**config.mk**
```make
export PLATFORM = sky130hd
export DESIGN_NAME = aabbc_geom
export DESIGN_NICKNAME = d
export VERILOG_FILES = /design/src/design/aabbc_pkg.sv /design/src/design/aabbc_geom.sv
export SDC_FILE = /design/constraint.sdc
export NUM_CORES = 2
export LEC_CHECK = 0
export BUFFER_PORTS_ARGS = -buffer_cell sky130_fd_sc_hd__buf_2
export CAP_MARGIN = 5
export CORE_UTILIZATION = 55
export DETAILED_ROUTE_END_ITERATION = 8
export GPL_TIMING_DRIVEN = 1
export PLACE_DENSITY_LB_ADDON = 0.1
export SLEW_MARGIN = 20
export SYNTH_ARGS = -nofsm -noshare
export SYNTH_HDL_FRONTEND = slang
export SYNTH_SLANG_ARGS = --single-unit
export TNS_END_PERCENT = 1
```
**constraint.sdc**
```tcl
create_clock -name vclk -period 35
set_input_delay 5.25 -clock vclk [all_inputs]
set_output_delay 5.25 -clock vclk [all_outputs]
set_load 0.02 [all_outputs]
```
**src/design/aabbc_pkg.sv**
```systemverilog
`default_nettype none

package aabbc_pkg;

  localparam int unsigned InDataW  = 288;
  localparam int unsigned OutDataW = 104;

  // Normal magnitudes, Q16.16
  localparam logic signed [17:0] NormUnit = 18'sd65536;
  localparam logic signed [17:0] NormDiag = 18'sd46341;

  typedef struct packed {
    logic               cmd;
    logic signed [31:0] rect_x;
    logic signed [31:0] rect_y;
    logic        [30:0] rect_w;
    logic        [30:0] rect_h;
    logic signed [31:0] other_x;
    logic signed [31:0] other_y;
    logic        [30:0] other_w;
    logic        [30:0] other_h;
    logic        [30:0] circle_radius;
  } item_t;

  // Geometry stage result: everything but the circle distance test
  typedef struct packed {
    logic               pair;
    logic               near;      // both clamped deltas below the radius
    logic               pair_hit;
    logic        [31:0] ax;
    logic        [31:0] ay;
    logic        [31:0] rad;
    logic signed [17:0] nx;
    logic signed [17:0] ny;
    logic signed [31:0] pen_x;
    logic signed [31:0] pen_y;
  } geo_t;

  // Product stage result
  typedef struct packed {
    logic               pair;
    logic               near;
    logic               pair_hit;
    logic        [63:0] xx;
    logic        [63:0] yy;
    logic        [63:0] rr;
    logic signed [17:0] nx;
    logic signed [17:0] ny;
    logic signed [31:0] pen_x;
    logic signed [31:0] pen_y;
  } prod_t;

endpackage

`default_nettype wire

```
**src/design/aabbc_geom.sv**
```systemverilog
`default_nettype none

module aabbc_geom import aabbc_pkg::*; (
  input  item_t item_i,
  output geo_t  geo_o
);

  // All coordinates in Q.17 (doubled) so that half sizes are exact
  logic signed [34:0] rx, ry, ox, oy, hw, hh, ohw, ohh, rad;
  logic signed [34:0] x_hi, x_lo, y_hi, y_lo, cx, cy, cx_c, cy_c;
  logic signed [34:0] dx, dy, adx, ady, sx, sy, asx, asy;
  logic signed [34:0] pen_cx, pen_cy, pen_px, pen_py, pen_x_raw, pen_y_raw;
  logic signed [17:0] sgn_dx, sgn_dy;

  function automatic logic signed [31:0] sat_half(input logic signed [34:0] v);
    logic signed [34:0] h;
    h = v >>> 1;
    if (h > 35'sd2147483647) begin
      return 32'sh7FFF_FFFF;
    end else if (h < -35'sd2147483648) begin
      return 32'sh8000_0000;
    end else begin
      return h[31:0];
    end
  endfunction

  assign rx  = {{2{item_i.rect_x[31]}}, item_i.rect_x, 1'b0};
  assign ry  = {{2{item_i.rect_y[31]}}, item_i.rect_y, 1'b0};
  assign ox  = {{2{item_i.other_x[31]}}, item_i.other_x, 1'b0};
  assign oy  = {{2{item_i.other_y[31]}}, item_i.other_y, 1'b0};
  assign hw  = {4'b0, item_i.rect_w};
  assign hh  = {4'b0, item_i.rect_h};
  assign ohw = {4'b0, item_i.other_w};
  assign ohh = {4'b0, item_i.other_h};
  assign rad = {3'b0, item_i.circle_radius, 1'b0};

  assign x_hi = rx + hw;
  assign x_lo = rx - hw;
  assign y_hi = ry + hh;
  assign y_lo = ry - hh;

  // Clamp the circle centre onto the rectangle
  assign cx   = (ox > x_hi) ? x_hi : ox;
  assign cx_c = (cx < x_lo) ? x_lo : cx;
  assign cy   = (oy > y_hi) ? y_hi : oy;
  assign cy_c = (cy < y_lo) ? y_lo : cy;

  assign dx  = ox - cx_c;
  assign dy  = oy - cy_c;
  assign adx = dx[34] ? -dx : dx;
  assign ady = dy[34] ? -dy : dy;

  assign sgn_dx = (dx > 0) ? NormUnit : ((dx < 0) ? -NormUnit : '0);
  assign sgn_dy = (dy > 0) ? NormUnit : ((dy < 0) ? -NormUnit : '0);

  // Centre distances
  assign sx  = ox - rx;
  assign sy  = oy - ry;
  assign asx = sx[34] ? -sx : sx;
  assign asy = sy[34] ? -sy : sy;

  assign pen_cx = hw + rad - asx;
  assign pen_cy = hh + rad - asy;
  assign pen_px = hw + ohw - asx;
  assign pen_py = hh + ohh - asy;

  assign pen_x_raw = item_i.cmd ? pen_px : pen_cx;
  assign pen_y_raw = item_i.cmd ? pen_py : pen_cy;

  always_comb begin
    geo_o.pair     = item_i.cmd;
    geo_o.near     = (adx < rad) && (ady < rad);
    geo_o.pair_hit = (x_hi >= ox - ohw) && (x_lo <= ox + ohw) &&
                     (y_hi >= oy - ohh) && (y_lo <= oy + ohh);
    geo_o.ax       = adx[31:0];
    geo_o.ay       = ady[31:0];
    geo_o.rad      = rad[31:0];
    geo_o.pen_x    = sat_half(pen_x_raw);
    geo_o.pen_y    = sat_half(pen_y_raw);
    if (item_i.cmd) begin
      geo_o.nx = (rx < ox) ? -NormDiag : NormDiag;
      geo_o.ny = (ry < oy) ? -NormDiag : NormDiag;
    end else if (ady > adx) begin
      geo_o.nx = '0;
      geo_o.ny = sgn_dy;
    end else begin
      geo_o.nx = sgn_dx;
      geo_o.ny = '0;
    end
  end

endmodule

`default_nettype wire

```
==> out/metrics.yaml <==
slowest_stage: "nor4_1"
core.rowCount: 101
ys_top_cells_by_area: "ha_1 27%, xnor2_1 8.7%, a21oi_1 7.2%"
rsz0062_at_grt: "no"
max_slew_margin: 0.1491
post-route-min-period_ns: 29.76
layout-drive-gt1-share: 0.09627
initialDrtViolationCount: 3780
cp_num_buf_inv: 4
grt_first_pass_wirelength_um: 244400
seq_cells: 0
die_x_um: 280
critPathMaxFanout: 40
track_usage: 0.3965
vias: 46307
cp_top_family: "compound AO/OA/AOI/OAI gates"
syn_avg_cell_area_um2: 6.826
arrival_ns: 24.51
hpwl_um: 140800
synth_top_cell_by_area: "ha_1"
setup_viol: 0
grt.overflow.total: 0
drc_errors: 0
ios: 483
ant_nets: 0
port_buffers: 482
netlist_instances: 6227
criticalPathCategory: "input pin to output pin"
post_drt_wl_per_cell_um: 21.45
die-area_um2: 78400
worst_slew_pin_slew_ns: 1.272
grt_max_degree: 76
status: "finished, final reports clean"
area.sequential_um2: 0
core_region_area_um2: 76200
initial_core_util: 0.5578
antenna_found_initial: 6
cts_hold_buf: 0
post-synth-top-count-cell: "ha_1"
netlist_area_um2: 42510
grt_pass1_vias: 43586
yosys.cell_types.count: 104
die_h_um: 280
postCtsSetupBuffers: 0
worstSetupStartpointType: "input pin"
finalHoldViolCount: 0
setup_tns_ns: 0
yosysTopAreaCellShare: 0.2682
worst_hold_path_type: "input pin to output pin"
ys_seq_area_frac: 0
holdPathEnd: "geo_o[104]"
yosys_warnings: 0
maxSlewViolCount: 0
dr.pass1.iters: 6
cap_violations: 0
drt_wl_total_um: 161900
cp-end-kind: "output pin"
area_delta_synth_final_pct: 6.876
gp_congestion: 1.023
post-route-period-util: 0.8504
cpMostUsedCell: "a21oi_1"
clockBufferCount: 0
slowest_delay_ns: 0.91
fin_nets: 7726
synth_commonest_cells: "911 x ha_1, 703 x inv_1, 608 x a21oi_1"
vias_per_cell: 6.134
clock.fmax_mhz: 33.60
cts_resized: 0
hold_path_depth: 2
holdWs_ns: 10.80
synth_nets: 7438
fin_util: 0.5962
hold_start: "item_i[3]"
required_ns: 29.75
-- area by class of cell --
cell class         instances  area, um^2
repair buffers           503        2572
well taps               1030        1289
inverters                705        2646
multi-input cells       5305       38910
diodes                     6       15.01
fillers                 7667       30770
-- worst max path at each step --
stage | start | endpoint | slack [ns] | depth (start not counted)
2_1_floorplan | item_i[158] | geo_o[99] | 8.17 | 85
3_3_place_gp | item_i[158] | geo_o[99] | 5.75 | 81
3_5_place_dp | item_i[158] | geo_o[99] | 5.43 | 81
4_1_cts | item_i[158] | geo_o[99] | 5.37 | 81
5_1_grt | item_i[158] | geo_o[99] | 3.96 | 81
6_report | item_i[158] | geo_o[81] | 5.24 | 75
-- layout by cell type, fill, tap and decap left out, drive strengths merged, types with 177 or more instances in the layout --
cell	instances
xor2	177
xnor2	422
o21ai	324
ha	911
a21o	203
nor2	608
a21oi	608
buf	503
nand2	348
inv	704
-- metrics by stage --
step | cell area [um^2] | setup WS, ns | instances
finish | 45430 | 5.237 | 7549
CTS | 45410 | 5.367 | 7543
floorplan | 42510 | 8.166 | 6227
detailed placement | 45410 | 5.433 | 7543
global placement | 45410 | 5.754 | 7543
global route | 45420 | 3.957 | 7546
-- cell families (layout without fill, tap and decap cells) --
family,count (synthesis),count (layout),share of synthesized area
AOI/OAI and AO/OA,1808,1808,0.2735
xor gates and xnor gates,599,599,0.1238
adders and majority gates,960,960,0.2835
buffers and inverters,922,1208,0.08698
muxes,78,78,0.01901
other,1,7,0.00008822
and+or+nand+nor,1859,1859,0.2132
-- per-layer routing --
layer,share of wire,global-route usage,wire length (um)
met1,0.41,0.4872,66690
met5,0.000068,0,11
met3,0.070,0.04505,11370
met2,0.45,0.6701,73370
met4,0.065,0.2208,10480
